--- src/hw/rtl/oale_pkg.sv ---
// Shared types, codes and sizes for the ordered array list engine.
`timescale 1ns / 1ps

package oale_pkg;

	// Field widths of the request and result.
	localparam int unsigned MODE_W = 3;
	localparam int unsigned DATA_W = 32;
	localparam int unsigned POS_W  = 5;
	localparam int unsigned IDX_W  = 5;
	localparam int unsigned CNT_W  = 6;
	localparam int unsigned CAP_W  = 6;

	// Default build sizes and the capacity register reset value.
	localparam int unsigned MAX_ENTRIES_DEF = 32;
	localparam int unsigned VALUE_BITS_DEF  = 32;
	localparam logic [CAP_W-1:0] CAP_RESET  = CAP_W'(32);

	// Request modes.
	localparam logic [MODE_W-1:0] MODE_APPEND  = 3'd0;
	localparam logic [MODE_W-1:0] MODE_INSERT  = 3'd1;
	localparam logic [MODE_W-1:0] MODE_FIND    = 3'd2;
	localparam logic [MODE_W-1:0] MODE_DEL_VAL = 3'd3;
	localparam logic [MODE_W-1:0] MODE_DEL_POS = 3'd4;

	typedef struct packed {
		logic [MODE_W-1:0]        mode;
		logic signed [DATA_W-1:0] value;
		logic [POS_W-1:0]         position;
	} oale_req_t;

	typedef struct packed {
		logic             ok;
		logic [IDX_W-1:0] found_index;
		logic [CNT_W-1:0] entry_count;
	} oale_rsp_t;

	// What the walking pointer does in a cycle.
	typedef enum logic [1:0] {
		WALK_NONE,
		WALK_SCAN,
		WALK_UP,
		WALK_DOWN
	} oale_walk_t;

	// Where the walking pointer is loaded from.
	typedef enum logic [2:0] {
		PTR_HOLD,
		PTR_ZERO,
		PTR_POS_INC,
		PTR_HIT_INC,
		PTR_COUNT
	} oale_ptr_sel_t;

	// Commands from the controller to the datapath.
	typedef struct packed {
		logic          load;
		oale_ptr_sel_t ptr_sel;
		oale_walk_t    walk;
		logic          put_val;
		logic          cnt_inc;
		logic          cnt_dec;
		logic          set_res;
		logic          res_ok;
		logic          res_hit;
		logic          emit;
	} oale_cmd_t;

	// Status from the datapath to the controller.
	typedef struct packed {
		logic [MODE_W-1:0] mode;
		logic              room;
		logic              pos_le_cnt;
		logic              pos_lt_cnt;
		logic              scan_more;
		logic              up_more;
		logic              chk_pend;
		logic              hit;
		logic              wr_pend;
		logic              out_free;
	} oale_sts_t;

endpackage

--- src/hw/rtl/oale_chan_if.sv ---
// Valid/ready channel carrying one request or result payload.
`timescale 1ns / 1ps

interface oale_chan_if #(
	parameter type payload_t = logic
) ();
	logic     valid;
	logic     ready;
	payload_t payload;

	modport source (output valid, output payload, input ready);
	modport sink (input valid, input payload, output ready);
endinterface

--- src/hw/rtl/oale_datapath.sv ---
// List store, walking pointer, compare and result registers of the list engine.
`timescale 1ns / 1ps

module oale_datapath #(
	parameter int unsigned MAX_ENTRIES = oale_pkg::MAX_ENTRIES_DEF,
	parameter int unsigned VALUE_BITS  = oale_pkg::VALUE_BITS_DEF
) (
	input  logic                      clk,
	input  logic                      arst_n,
	input  oale_pkg::oale_req_t       req_payload,
	input  oale_pkg::oale_cmd_t       cmd,
	output oale_pkg::oale_sts_t       sts,
	input  logic                      cfg_we,
	input  logic [oale_pkg::CAP_W-1:0] cfg_wdata,
	output logic                      rsp_valid,
	input  logic                      rsp_ready,
	output oale_pkg::oale_rsp_t       rsp_payload
);
	import oale_pkg::*;

	localparam int unsigned AW = $clog2(MAX_ENTRIES);
	localparam int unsigned CW = $clog2(MAX_ENTRIES + 1);
	localparam int unsigned PW = (POS_W > CW) ? POS_W : CW;
	localparam int unsigned KW = (CAP_W > CW) ? CAP_W : CW;

	logic [VALUE_BITS-1:0] mem [MAX_ENTRIES];

	logic [CW-1:0]         count_q;
	logic [CAP_W-1:0]      cap_q;
	logic [MODE_W-1:0]     mode_q;
	logic [VALUE_BITS-1:0] val_q;
	logic [POS_W-1:0]      pos_q;
	logic [CW-1:0]         ptr_q;
	logic                  chk_vld_q;
	logic [AW-1:0]         chk_idx_q;
	logic [AW-1:0]         hit_q;
	logic                  wr_vld_q;
	logic [AW-1:0]         wr_idx_q;
	logic [VALUE_BITS-1:0] rdata_q;
	logic                  res_ok_q;
	logic                  res_hit_q;
	logic                  out_vld_q;
	logic                  out_ok_q;
	logic [IDX_W-1:0]      out_idx_q;
	logic [CNT_W-1:0]      out_cnt_q;

	logic [63:0]           val_w;
	logic [63:0]           hit_w;
	logic [63:0]           cnt_w;
	logic [PW-1:0]         pos_ext;
	logic [PW-1:0]         pos_inc;
	logic [CW-1:0]         ptr_dec;
	logic                  scan_more;
	logic                  up_more;
	logic                  hit;
	logic                  rd_en;
	logic [AW-1:0]         raddr;
	logic                  we;
	logic [AW-1:0]         waddr;
	logic [VALUE_BITS-1:0] wdata;
	logic [AW-1:0]         put_addr;

	// Width conversions of the value, index and count.
	assign val_w   = {32'd0, req_payload.value};
	assign hit_w   = 64'(hit_q);
	assign cnt_w   = 64'(count_q);
	assign pos_ext = PW'(pos_q);
	assign pos_inc = pos_ext + PW'(1);
	assign ptr_dec = ptr_q - CW'(1);

	// Comparisons the controller decides on.
	assign scan_more = ptr_q < count_q;
	assign up_more   = PW'(ptr_q) > pos_ext;
	assign hit       = chk_vld_q && (rdata_q == val_q);

	always_comb begin
		sts.mode       = mode_q;
		sts.room       = (KW'(count_q) < KW'(cap_q)) && (count_q < CW'(MAX_ENTRIES));
		sts.pos_le_cnt = pos_ext <= PW'(count_q);
		sts.pos_lt_cnt = pos_ext < PW'(count_q);
		sts.scan_more  = scan_more;
		sts.up_more    = up_more;
		sts.chk_pend   = chk_vld_q;
		sts.hit        = hit;
		sts.wr_pend    = wr_vld_q;
		sts.out_free   = !out_vld_q || rsp_ready;
	end

	// Read port: upward shifts read one below the pointer, the other walks at it.
	assign rd_en = (((cmd.walk == WALK_SCAN) || (cmd.walk == WALK_DOWN)) && scan_more) ||
		((cmd.walk == WALK_UP) && up_more);
	assign raddr = (cmd.walk == WALK_UP) ? ptr_dec[AW-1:0] : ptr_q[AW-1:0];

	// Write port: a pending moved entry, or the new value at its slot.
	assign put_addr = (mode_q == MODE_INSERT) ? pos_ext[AW-1:0] : count_q[AW-1:0];
	assign we       = wr_vld_q || cmd.put_val;
	assign waddr    = wr_vld_q ? wr_idx_q : put_addr;
	assign wdata    = wr_vld_q ? rdata_q : val_q;

	// List store with one registered read and one write per cycle.
	always_ff @(posedge clk) begin
		if (rd_en) begin
			rdata_q <= mem[raddr];
		end
		if (we) begin
			mem[waddr] <= wdata;
		end
	end

	// Control state: count, capacity, pipeline valids and result valid.
	always_ff @(posedge clk or negedge arst_n) begin
		if (!arst_n) begin
			count_q   <= '0;
			cap_q     <= CAP_RESET;
			chk_vld_q <= 1'b0;
			wr_vld_q  <= 1'b0;
			out_vld_q <= 1'b0;
		end else begin
			if (cfg_we) begin
				cap_q <= cfg_wdata;
			end
			if (cmd.cnt_inc) begin
				count_q <= count_q + CW'(1);
			end else if (cmd.cnt_dec) begin
				count_q <= count_q - CW'(1);
			end
			chk_vld_q <= (cmd.walk == WALK_SCAN) && scan_more;
			wr_vld_q  <= ((cmd.walk == WALK_DOWN) && scan_more) ||
				((cmd.walk == WALK_UP) && up_more);
			if (cmd.emit) begin
				out_vld_q <= 1'b1;
			end else if (rsp_ready) begin
				out_vld_q <= 1'b0;
			end
		end
	end

	// Request capture, walking pointer and result payload.
	always_ff @(posedge clk) begin
		if (cmd.load) begin
			mode_q <= req_payload.mode;
			val_q  <= val_w[VALUE_BITS-1:0];
			pos_q  <= req_payload.position;
		end
		unique case (cmd.ptr_sel)
			PTR_ZERO:    ptr_q <= '0;
			PTR_POS_INC: ptr_q <= pos_inc[CW-1:0];
			PTR_HIT_INC: ptr_q <= CW'(chk_idx_q) + CW'(1);
			PTR_COUNT:   ptr_q <= count_q;
			default: begin
				if ((cmd.walk == WALK_SCAN || cmd.walk == WALK_DOWN) && scan_more) begin
					ptr_q <= ptr_q + CW'(1);
				end else if (cmd.walk == WALK_UP && up_more) begin
					ptr_q <= ptr_dec;
				end
			end
		endcase
		if (cmd.walk == WALK_SCAN && scan_more) begin
			chk_idx_q <= ptr_q[AW-1:0];
		end
		if (hit) begin
			hit_q <= chk_idx_q;
		end
		if (cmd.walk == WALK_UP) begin
			wr_idx_q <= ptr_q[AW-1:0];
		end else if (cmd.walk == WALK_DOWN) begin
			wr_idx_q <= ptr_dec[AW-1:0];
		end
		if (cmd.set_res) begin
			res_ok_q  <= cmd.res_ok;
			res_hit_q <= cmd.res_hit;
		end
		if (cmd.emit) begin
			out_ok_q  <= res_ok_q;
			out_idx_q <= res_hit_q ? hit_w[IDX_W-1:0] : '0;
			out_cnt_q <= cnt_w[CNT_W-1:0];
		end
	end

	assign rsp_valid               = out_vld_q;
	assign rsp_payload.ok          = out_ok_q;
	assign rsp_payload.found_index = out_idx_q;
	assign rsp_payload.entry_count = out_cnt_q;

endmodule

--- src/hw/rtl/oale_ctrl.sv ---
// Controller state machine sequencing each list request.
`timescale 1ns / 1ps

module oale_ctrl (
	input  logic                clk,
	input  logic                arst_n,
	input  logic                req_valid,
	output logic                req_ready,
	input  oale_pkg::oale_sts_t sts,
	output oale_pkg::oale_cmd_t cmd
);
	import oale_pkg::*;

	typedef enum logic [2:0] {
		ST_IDLE,
		ST_DISPATCH,
		ST_SCAN,
		ST_SHIFT_UP,
		ST_SHIFT_DN,
		ST_DONE
	} state_t;

	state_t state_q;
	state_t state_d;

	assign req_ready = (state_q == ST_IDLE);

	// State register.
	always_ff @(posedge clk or negedge arst_n) begin
		if (!arst_n) begin
			state_q <= ST_IDLE;
		end else begin
			state_q <= state_d;
		end
	end

	// Next state and datapath commands.
	always_comb begin
		state_d     = state_q;
		cmd.load    = 1'b0;
		cmd.ptr_sel = PTR_HOLD;
		cmd.walk    = WALK_NONE;
		cmd.put_val = 1'b0;
		cmd.cnt_inc = 1'b0;
		cmd.cnt_dec = 1'b0;
		cmd.set_res = 1'b0;
		cmd.res_ok  = 1'b0;
		cmd.res_hit = 1'b0;
		cmd.emit    = 1'b0;
		unique case (state_q)
			ST_IDLE: begin
				if (req_valid) begin
					cmd.load = 1'b1;
					state_d  = ST_DISPATCH;
				end
			end
			ST_DISPATCH: begin
				unique case (sts.mode)
					MODE_APPEND: begin
						cmd.set_res = 1'b1;
						if (sts.room) begin
							cmd.put_val = 1'b1;
							cmd.cnt_inc = 1'b1;
							cmd.res_ok  = 1'b1;
						end
						state_d = ST_DONE;
					end
					MODE_INSERT: begin
						if (sts.room && sts.pos_le_cnt) begin
							cmd.ptr_sel = PTR_COUNT;
							state_d     = ST_SHIFT_UP;
						end else begin
							cmd.set_res = 1'b1;
							state_d     = ST_DONE;
						end
					end
					MODE_FIND, MODE_DEL_VAL: begin
						cmd.ptr_sel = PTR_ZERO;
						state_d     = ST_SCAN;
					end
					MODE_DEL_POS: begin
						if (sts.pos_lt_cnt) begin
							cmd.ptr_sel = PTR_POS_INC;
							state_d     = ST_SHIFT_DN;
						end else begin
							cmd.set_res = 1'b1;
							state_d     = ST_DONE;
						end
					end
					default: begin
						cmd.set_res = 1'b1;
						state_d     = ST_DONE;
					end
				endcase
			end
			ST_SCAN: begin
				if (sts.hit) begin
					if (sts.mode == MODE_FIND) begin
						cmd.set_res = 1'b1;
						cmd.res_ok  = 1'b1;
						cmd.res_hit = 1'b1;
						state_d     = ST_DONE;
					end else begin
						cmd.ptr_sel = PTR_HIT_INC;
						state_d     = ST_SHIFT_DN;
					end
				end else if (!sts.scan_more && !sts.chk_pend) begin
					cmd.set_res = 1'b1;
					state_d     = ST_DONE;
				end else begin
					cmd.walk = WALK_SCAN;
				end
			end
			ST_SHIFT_UP: begin
				if (!sts.up_more && !sts.wr_pend) begin
					cmd.put_val = 1'b1;
					cmd.cnt_inc = 1'b1;
					cmd.set_res = 1'b1;
					cmd.res_ok  = 1'b1;
					state_d     = ST_DONE;
				end else begin
					cmd.walk = WALK_UP;
				end
			end
			ST_SHIFT_DN: begin
				if (!sts.scan_more && !sts.wr_pend) begin
					cmd.cnt_dec = 1'b1;
					cmd.set_res = 1'b1;
					cmd.res_ok  = 1'b1;
					cmd.res_hit = (sts.mode == MODE_DEL_VAL);
					state_d     = ST_DONE;
				end else begin
					cmd.walk = WALK_DOWN;
				end
			end
			ST_DONE: begin
				if (sts.out_free) begin
					cmd.emit = 1'b1;
					state_d  = ST_IDLE;
				end
			end
			default: begin
				state_d = ST_IDLE;
			end
		endcase
	end

endmodule

--- src/hw/rtl/ordered_array_list_engine.sv ---
// Append and rejected requests pass from the accepting edge through dispatch and done to
// a valid result; find walks one entry a cycle, inserts and deletes move one entry a
// cycle (delete by value scans then shifts). The single read and write port of the list
// store sets this pace. Done waits while an unaccepted result holds the output register.
// One request is in work at a time; the next is taken once its result is registered.
// Reset clears count and sets capacity to 32; stored entries stay undefined, no clearing.
`timescale 1ns / 1ps

module ordered_array_list_engine #(
	parameter int unsigned MAX_ENTRIES = oale_pkg::MAX_ENTRIES_DEF,
	parameter int unsigned VALUE_BITS  = oale_pkg::VALUE_BITS_DEF
) (
	input  logic                       clk,
	input  logic                       arst_n,
	oale_chan_if.sink                  req,
	oale_chan_if.source                rsp,
	input  logic                       cfg_we,
	input  logic [oale_pkg::CAP_W-1:0] cfg_wdata
);
	import oale_pkg::*;

	oale_cmd_t cmd;
	oale_sts_t sts;
	logic      req_ready;

	assign req.ready = req_ready;

	// Request sequencing.
	oale_ctrl u_ctrl (
		.clk       (clk),
		.arst_n    (arst_n),
		.req_valid (req.valid),
		.req_ready (req_ready),
		.sts       (sts),
		.cmd       (cmd)
	);

	// List store and result path.
	oale_datapath #(
		.MAX_ENTRIES (MAX_ENTRIES),
		.VALUE_BITS  (VALUE_BITS)
	) u_dp (
		.clk         (clk),
		.arst_n      (arst_n),
		.req_payload (req.payload),
		.cmd         (cmd),
		.sts         (sts),
		.cfg_we      (cfg_we),
		.cfg_wdata   (cfg_wdata),
		.rsp_valid   (rsp.valid),
		.rsp_ready   (rsp.ready),
		.rsp_payload (rsp.payload)
	);

`ifndef SYNTHESIS
	// The new value must never be written while a moved entry is still pending.
	a_put_no_clash: assert property (@(posedge clk) disable iff (!arst_n)
		!(cmd.put_val && sts.wr_pend))
		else $error("value write collides with a pending shift write");

	// A failed request reports index zero.
	a_miss_idx_zero: assert property (@(posedge clk) disable iff (!arst_n)
		(rsp.valid && !rsp.payload.ok) |-> (rsp.payload.found_index == '0))
		else $error("failed request carries a non-zero index");

	// Only one request is in work: ready drops after each accepted request.
	a_one_request: assert property (@(posedge clk) disable iff (!arst_n)
		(req.valid && req.ready) |=> !req.ready)
		else $error("request accepted while another is in work");
`endif

endmodule

--- src/flat_wrapper.sv ---
// flat-port wrapper written by rule: the top's interface ports become plain ports
module ordered_array_list_engine_flat import oale_pkg::*;
#(
	parameter int unsigned MAX_ENTRIES = oale_pkg::MAX_ENTRIES_DEF,
	parameter int unsigned VALUE_BITS  = oale_pkg::VALUE_BITS_DEF
)
  (clk, arst_n, cfg_we, cfg_wdata, req_valid, req_payload, req_ready, rsp_valid, rsp_payload, rsp_ready);
  oale_chan_if #(.payload_t(oale_req_t)) req_i ();
  oale_chan_if #(.payload_t(oale_rsp_t)) rsp_i ();
  input  logic clk;
  input  logic arst_n;
  input  logic cfg_we;
  input  logic [oale_pkg::CAP_W-1:0] cfg_wdata;
  input wire logic [$bits(req_i.valid)-1:0] req_valid;
  input wire logic [$bits(req_i.payload)-1:0] req_payload;
  output wire logic [$bits(req_i.ready)-1:0] req_ready;
  output wire logic [$bits(rsp_i.valid)-1:0] rsp_valid;
  output wire logic [$bits(rsp_i.payload)-1:0] rsp_payload;
  input wire logic [$bits(rsp_i.ready)-1:0] rsp_ready;
  assign req_i.valid = req_valid;
  assign req_i.payload = req_payload;
  assign req_ready = req_i.ready;
  assign rsp_valid = rsp_i.valid;
  assign rsp_payload = rsp_i.payload;
  assign rsp_i.ready = rsp_ready;
  ordered_array_list_engine #(.MAX_ENTRIES(MAX_ENTRIES), .VALUE_BITS(VALUE_BITS)) u_core (.clk(clk), .arst_n(arst_n), .req(req_i), .rsp(rsp_i), .cfg_we(cfg_we), .cfg_wdata(cfg_wdata));
endmodule
--- config.mk ---
export PLATFORM = sky130hd
export DESIGN_NAME = ordered_array_list_engine_flat
export DESIGN_NICKNAME = d
export VERILOG_FILES = /design/src/hw/rtl/oale_pkg.sv /design/src/hw/rtl/oale_chan_if.sv /design/src/hw/rtl/oale_datapath.sv /design/src/hw/rtl/oale_ctrl.sv /design/src/hw/rtl/ordered_array_list_engine.sv /design/src/flat_wrapper.sv
export SDC_FILE = /design/constraint.sdc
export NUM_CORES = 1
export LEC_CHECK = 0
export BUFFER_PORTS_ARGS = -buffer_cell sky130_fd_sc_hd__clkbuf_2
export CORE_ASPECT_RATIO = 0.75
export CORE_UTILIZATION = 46
export CTS_BUF_LIST = sky130_fd_sc_hd__clkbuf_8
export CTS_CLUSTER_SIZE = 20
export DETAILED_ROUTE_END_ITERATION = 10
export SLEW_MARGIN = 20
export SYNTH_ARGS = -nofsm -noshare
export SYNTH_HDL_FRONTEND = slang
export SYNTH_HIERARCHICAL = 1
export SYNTH_SLANG_ARGS = --single-unit
--- constraint.sdc ---
create_clock -name clk -period 4.68 [get_ports clk]
set_clock_uncertainty 0.1 [all_clocks]
set_input_delay 0.234 -clock clk [delete_from_list [all_inputs] [get_ports clk]]
set_output_delay 0.234 -clock clk [all_outputs]
set_load 0.01 [all_outputs]
Word-level counts from Yosys, hierarchy flattened

Memories as Yosys holds them, arrays and structs flattened. A register that Yosys moved wholly into a read port is not among the register bits.
Cells that the tools add are included.

Add/sub/neg operators: 6
Magnitude comparators: 6
Reduce and logical (&&, ||, !) cells: 28
Equal/unequal tests: 22
Mux-type cells: 58

Operators with widths:

| cell                                                                | count |
|---|---|
| 32-bit == test                                                      | 1 |
| 32-bit 2-to-1 mux                                                   | 1 |
| 3-bit 2-to-1 mux                                                    | 10 |
| 5-bit 2-to-1 mux                                                    | 5 |
| 6-bit 2-to-1 mux                                                    | 4 |
| 6-bit one-hot mux with 4 select lines                               | 1 |
| 1-bit 2-to-1 mux                                                    | 19 |
| 3-bit by 2-bit == test with 1-bit output (second input constant)    | 6 |
| 3-bit one-hot mux with 3 select lines                               | 2 |
| 3-bit one-hot mux with 6 select lines                               | 1 |
| 2-bit 2-to-1 mux                                                    | 8 |
| 5-bit by 1-bit adder with 6-bit output (second input constant)      | 2 |
| 6-bit by 1-bit adder with 6-bit output (second input constant)      | 2 |
| 3-bit == test (second input constant)                               | 4 |
| 6-bit less-than comparator                                          | 2 |
| 6-bit by 1-bit subtractor with 6-bit output (second input constant) | 2 |
| 1-bit logical AND                                                   | 10 |
| 3-bit by 1-bit == test with 1-bit output (second input constant)    | 3 |
| 2-bit one-hot mux with 4 select lines                               | 1 |
| 6-bit by 5-bit greater-than comparator with 1-bit output            | 1 |
| 5-bit by 6-bit <= comparator with 1-bit output                      | 1 |
| 3-bit logical NOT                                                   | 2 |
| 5-bit by 6-bit less-than comparator with 1-bit output               | 1 |
| 6-bit less-than comparator (second input constant)                  | 1 |
| other kinds (17)                                                    | 30 |

Memories kept: 1
Output and inout port bits: 14
Register bits after elaboration: 93
Memory bits (writable): 1024
Input port bits: 51

Memory list:

| name            | words | width | rd ports | clocked after Yosys merged registers in | wr ports | line                | RTL |
|---|---|---|---|---|---|---|---|
| u_core.u_dp.mem | 32    | 32    | 1        | 1                                       | 1        | oale_datapath.sv:26 | `logic [VALUE_BITS-1:0] mem [MAX_ENTRIES];` |

Longest topological paths before layout

Depth after elaboration: 11
Depth in mapped cells: 24

Cells and area by module

Netlist, hierarchy kept.

Modules (own cells, without submodules):

| module        | instances | area each (um^2) | cells an instance |
|---|---|---|---|
| oale_datapath | 1         | 50176.9          | 3440 |
| oale_ctrl     | 1         | 474.2            | 69 |

Least setup slack after synthesis

Ideal clock, no wire load.

Path kind: register to register
From: reg u_core.u_dp.ptr_q[0]
To: mem u_core/u_dp/mem[27][0] in the netlist's numbering (enable)
Period minus slack after synthesis: 4.894 ns
Arrival time: 4.373 ns
Setup slack: -0.214 ns
Stages on the path, launching flop included: 19
Buffers on the path: 4
Path through: edfxtp_1 > inv_2 > clkbuf_1 > buf_1 > ha_1 > inv_1 > a21o_1 > a21oi_1 > o21ai_0 > a21o_1 > buf_4 > nor2_1 > nand2_1 > a21oi_2 > buf_4 > nand2b_1 > o21ai_0 > nand2_1 > nor2_1

RTL lines:

| item                   | line                 | RTL |
|---|---|---|
| start, declared        | oale_datapath.sv:33  | `logic [CW-1:0] ptr_q;` |
| start signal, assigned | oale_datapath.sv:147 | `PTR_POS_INC: ptr_q <= pos_inc[CW-1:0];` |
| start signal, assigned | oale_datapath.sv:148 | `PTR_HIT_INC: ptr_q <= CW'(chk_idx_q) + CW'(1);` |
| start signal, assigned | oale_datapath.sv:149 | `PTR_COUNT: ptr_q <= count_q;` |
| end, declared          | oale_datapath.sv:26  |  |

==> key figures <==
Placed design
  • Dpl cells: 5,163
  • Post-DP HPWL: 98,800 um
  • Placed cell area: 56,100 sq um
  • Gpl congestion: 0.894
  • # port buffers: 64

Global routing
  • Initial antenna violation count: 4
  • Number of global-route vias before repair: 33,175
  • Total GRT Usage: 0.290
  • Largest net degree at the start of global routing: 115
  • First-pass GRT wire length: 232,000 um
  • Grt ovf: 0

Yosys
  • EDFF count, synth: 1,131
  • Yosys warns: 6
  • Synthesized flop and latch total: 1,149
  • Syn Inst Count: 3,509
  • Synth cell types: 74
  • Syn avg cell area: 14.4 sq um
  • Ys async rst share: 0.0157
  • Dominant synthesized flop cell: edfxtp_1
  • Syn nets: 3,588
  • Post-synthesis sequential area ratio: 0.679
  • Share of the synthesized area in the top cell type: 0.671
  • Synth area leaders: edfxtp_1, mux2i_1, nand2_1
  • Synth Cell Area: 50,700 sq um
  • Largest area contributor in the netlist: edfxtp_1

Finish
  • Share of layout cells above drive strength 1: 0.255
  • Nets: 4,175
  • Final Util: 0.572
  • Final non-filler cell total: 5,679
  • Layout area overhead: 23.5%
  • Final Cell Area: 62,600 sq um
  • Commonest non-fill, non-tap cell in the layout: edfxtp_1
  • Most frequent cells in the layout: edfxtp_1, nand2_1, mux2i_1, buf_4, clkbuf_8

Critical path
  • WP data required: 5.21 ns
  • Cell count along the critical path: 19
  • Crit. End Element: register
  • CP max-delay cell: nor4_1
  • Crit-path max FO: 7
  • Setup CP Type: register to register
  • Worst path top cell family by delay: simple AND/OR/NAND/NOR gates
  • Crit path buf inv count: 5
  • Max incr delay on CP: 0.80 ns
  • CP cell instances: xor2_1 > nor4_1 > nand4_1 > nor4_4 > buf_4 > o21ba_4 > a31oi_4 > nor2_4 > nand2b_4 > buf_6 > a21oi_4 > buf_12 > buf_12 > buf_16 > mux2i_1 > a32oi_1 > and3_1 > a311oi_2 > a31oi_1
  • Cell mode on critical path: buf_12
  • Reg2reg path depth: 19
  • Startpoint class of the critical path: register
  • CP arrival: 5.49 ns

Floorplan
  • Die height: 289 um
  • # IOs: 65
  • Overall die width: 385 um
  • Die Area: 111,000 sq um
  • Starting Density: 0.463
  • Core box area: 109,000 sq um
  • Rows: 105

Clocking
  • Worst-path clk slew: 0.06 ns
  • CTS Buf Count: 178
  • Clock buffer depth: 3
  • H-tree lvl count: 4
  • TritonCTS Sinks: 1,149
  • Clk Latency, worst-skew pair: 0.92 ns
  • CTS tree: built
  • Root buffer cell: clkbuf_8

Worst hold path
  • Hold depth: 2
  • Hold Path Class: primary input to register

STA
  • Slew Limit Fails: 0
  • Minimum clock period: 4.97 ns
  • Post-route setup slack: -0.287 ns
  • Worst-Margin Slew: 1.15 ns
  • Final setup TNS: -5.66 ns
  • Max_slew headroom: 0.234
  • FMAX: 201 MHz
  • RSZ-0062 raised after global routing: yes
  • Fin crit share: 1.06
  • Final hold vios: 0
  • Setup violators final: 34

Power
  • Max VDD drop: 0.000590 V
  • Power per cell area: 759 nW/um^2
  • Leakage power: 22.2 nW

Routing
  • Final wirelength: 162,000 um
  • Initial DRC Count: 4,190
  • Post-DRT Antenna Nets: 0
  • Vias per cell: 6.14
  • Routed len/inst: 28.6 um
  • 1st-pass router iterations: 5
  • Remaining routing DRC violations: 0
  • Vias: 34,843

Run
  • Max-cap violations: 0

Run status
  • Failing checks: negative setup slack
  • Status: complete, but fails checks
## sequential cells by signal (all words and copies together), names as in the netlist, 5 cells and up
register	count
u_core/u_dp/cap_q	6
u_core/u_dp/ptr_q	6
u_core/u_dp/chk_idx_q	5
u_core/u_dp/hit_q	5
u_core/u_dp/out_cnt_q	6
u_core/u_dp/rdata_q	32
u_core/u_dp/mem	1024
u_core/u_dp/out_idx_q	5
u_core/u_dp/val_q	32
u_core/u_dp/wr_idx_q	5
u_core/u_dp/count_q	6
u_core/u_dp/pos_q	5
## metal layers
metal  global-route usage  vias to the layer above  part of all wire
met2                0.419                     1916              0.43
met5                    0                        -          0.000043
met1                0.443                    17705              0.44
met3               0.0570                      251              0.11
met4               0.0863                        2             0.022
li1                     -                    14969                 -
## what timing repair did
| action | 4_1_cts | 5_1_grt |
|---|---|---|
| cloned | 9 | 2 |
| pin swaps | 73 | 67 |
| endpoints found under the setup margin | 36 | 78 |
| gates resized for setup | 132 | 107 |
| setup buffers | 56 | 31 |
| endpoints found under the hold margin | 83 | 0 |
| hold buffers | 102 | 0 |
## stage by stage
step,setup WS [ns],hold WS [ns],power (mW)
floorplan,-0.214,-0.162,25.6
global placement,-0.907,0.150,35.4
detailed placement,-0.917,0.160,35.5
CTS,-0.125,0.00241,45.9
global route,-0.343,0.0750,49.2
finish,-0.287,0.0632,47.5
## cell families after synthesis
| logic type | synth area share |
|---|---|
| muxes | 0.114 |
| buffers and inverters | 0.0250 |
| AOI/OAI and AO/OA | 0.0857 |
| xor gates and xnor gates | 0.00968 |
| and+or+nand+nor | 0.0794 |
| adders and majority gates | 0.00706 |
| DFF | 0.679 |
## synth_stat cells, types with 24 or more instances
cell and instances:
mux2i_1 381, a32oi_1 38, and3_1 41, inv_1 24, ha_1 27, edfxtp_1 1131
buf_2 89, o22ai_1 35, a22oi_1 109, a21oi_1 126, a31oi_1 64, o21ai_0 83
mux2_2 53, a221oi_1 41, clkbuf_1 101, nor2_1 102, xnor2_1 42, nand3_1 180
a211oi_1 24, mux4_2 60, nand2_1 440
## worst register-to-register path, delay by kind of cell, from the launching register on
family | cells | cell delay [ns]
XOR/XNOR | 1 | 0.22
AO/OA/AOI/OAI | 6 | 1.00
flip-flops | 1 | 0.45
AND/OR/NAND/NOR | 6 | 1.91
buffers and inverters | 5 | 0.81
multiplexers | 1 | 0.21
## final timing paths
| path | endpoint | start | slack (ns) |
|---|---|---|---|
| max | u_core/u_dp/rdata_q[5]$_DFFE_PP_ | u_core/u_dp/rdata_q[3]$_DFFE_PP_ | -0.29 |
| min | u_core/u_dp/val_q[2]$_DFFE_PP_ | req_payload[7] | 0.06 |
| max in group asynchronous | u_core/u_dp/wr_vld_q$_DFF_PN0_ | arst_n | 2.78 |
| max reg2reg | u_core/u_dp/rdata_q[5]$_DFFE_PP_ | u_core/u_dp/rdata_q[3]$_DFFE_PP_ | -0.29 |
| min in group asynchronous | u_core/u_dp/cap_q[5]$_DFFE_PN1P_ | arst_n | 0.27 |
| min reg2reg | u_core/u_dp/out_ok_q$_DFFE_PP_ | u_core/u_dp/res_ok_q$_DFFE_PP_ | 0.33 |
## power breakdown
part | switching, mW | total (mW) | internal (mW)
sequential | 0.361 | 13.1 | 12.7
combinational | 14.8 | 26.4 | 11.6
clock | 4.07 | 7.99 | 3.91
total | 19.2 | 47.5 | 28.3
## cell type report
class / count / area [sq um]
fill: 8630 / 46700
sequential: 1149 / 34400
multi-input combinational: 2095 / 16200
timing repair buffer: 645 / 6750
clock buffer: 183 / 2520
tap: 1444 / 1810
clock inverter: 130 / 729
inverter: 27 / 109
antenna: 6 / 15.0
Note: power is estimated with default switching activity, not from simulation.
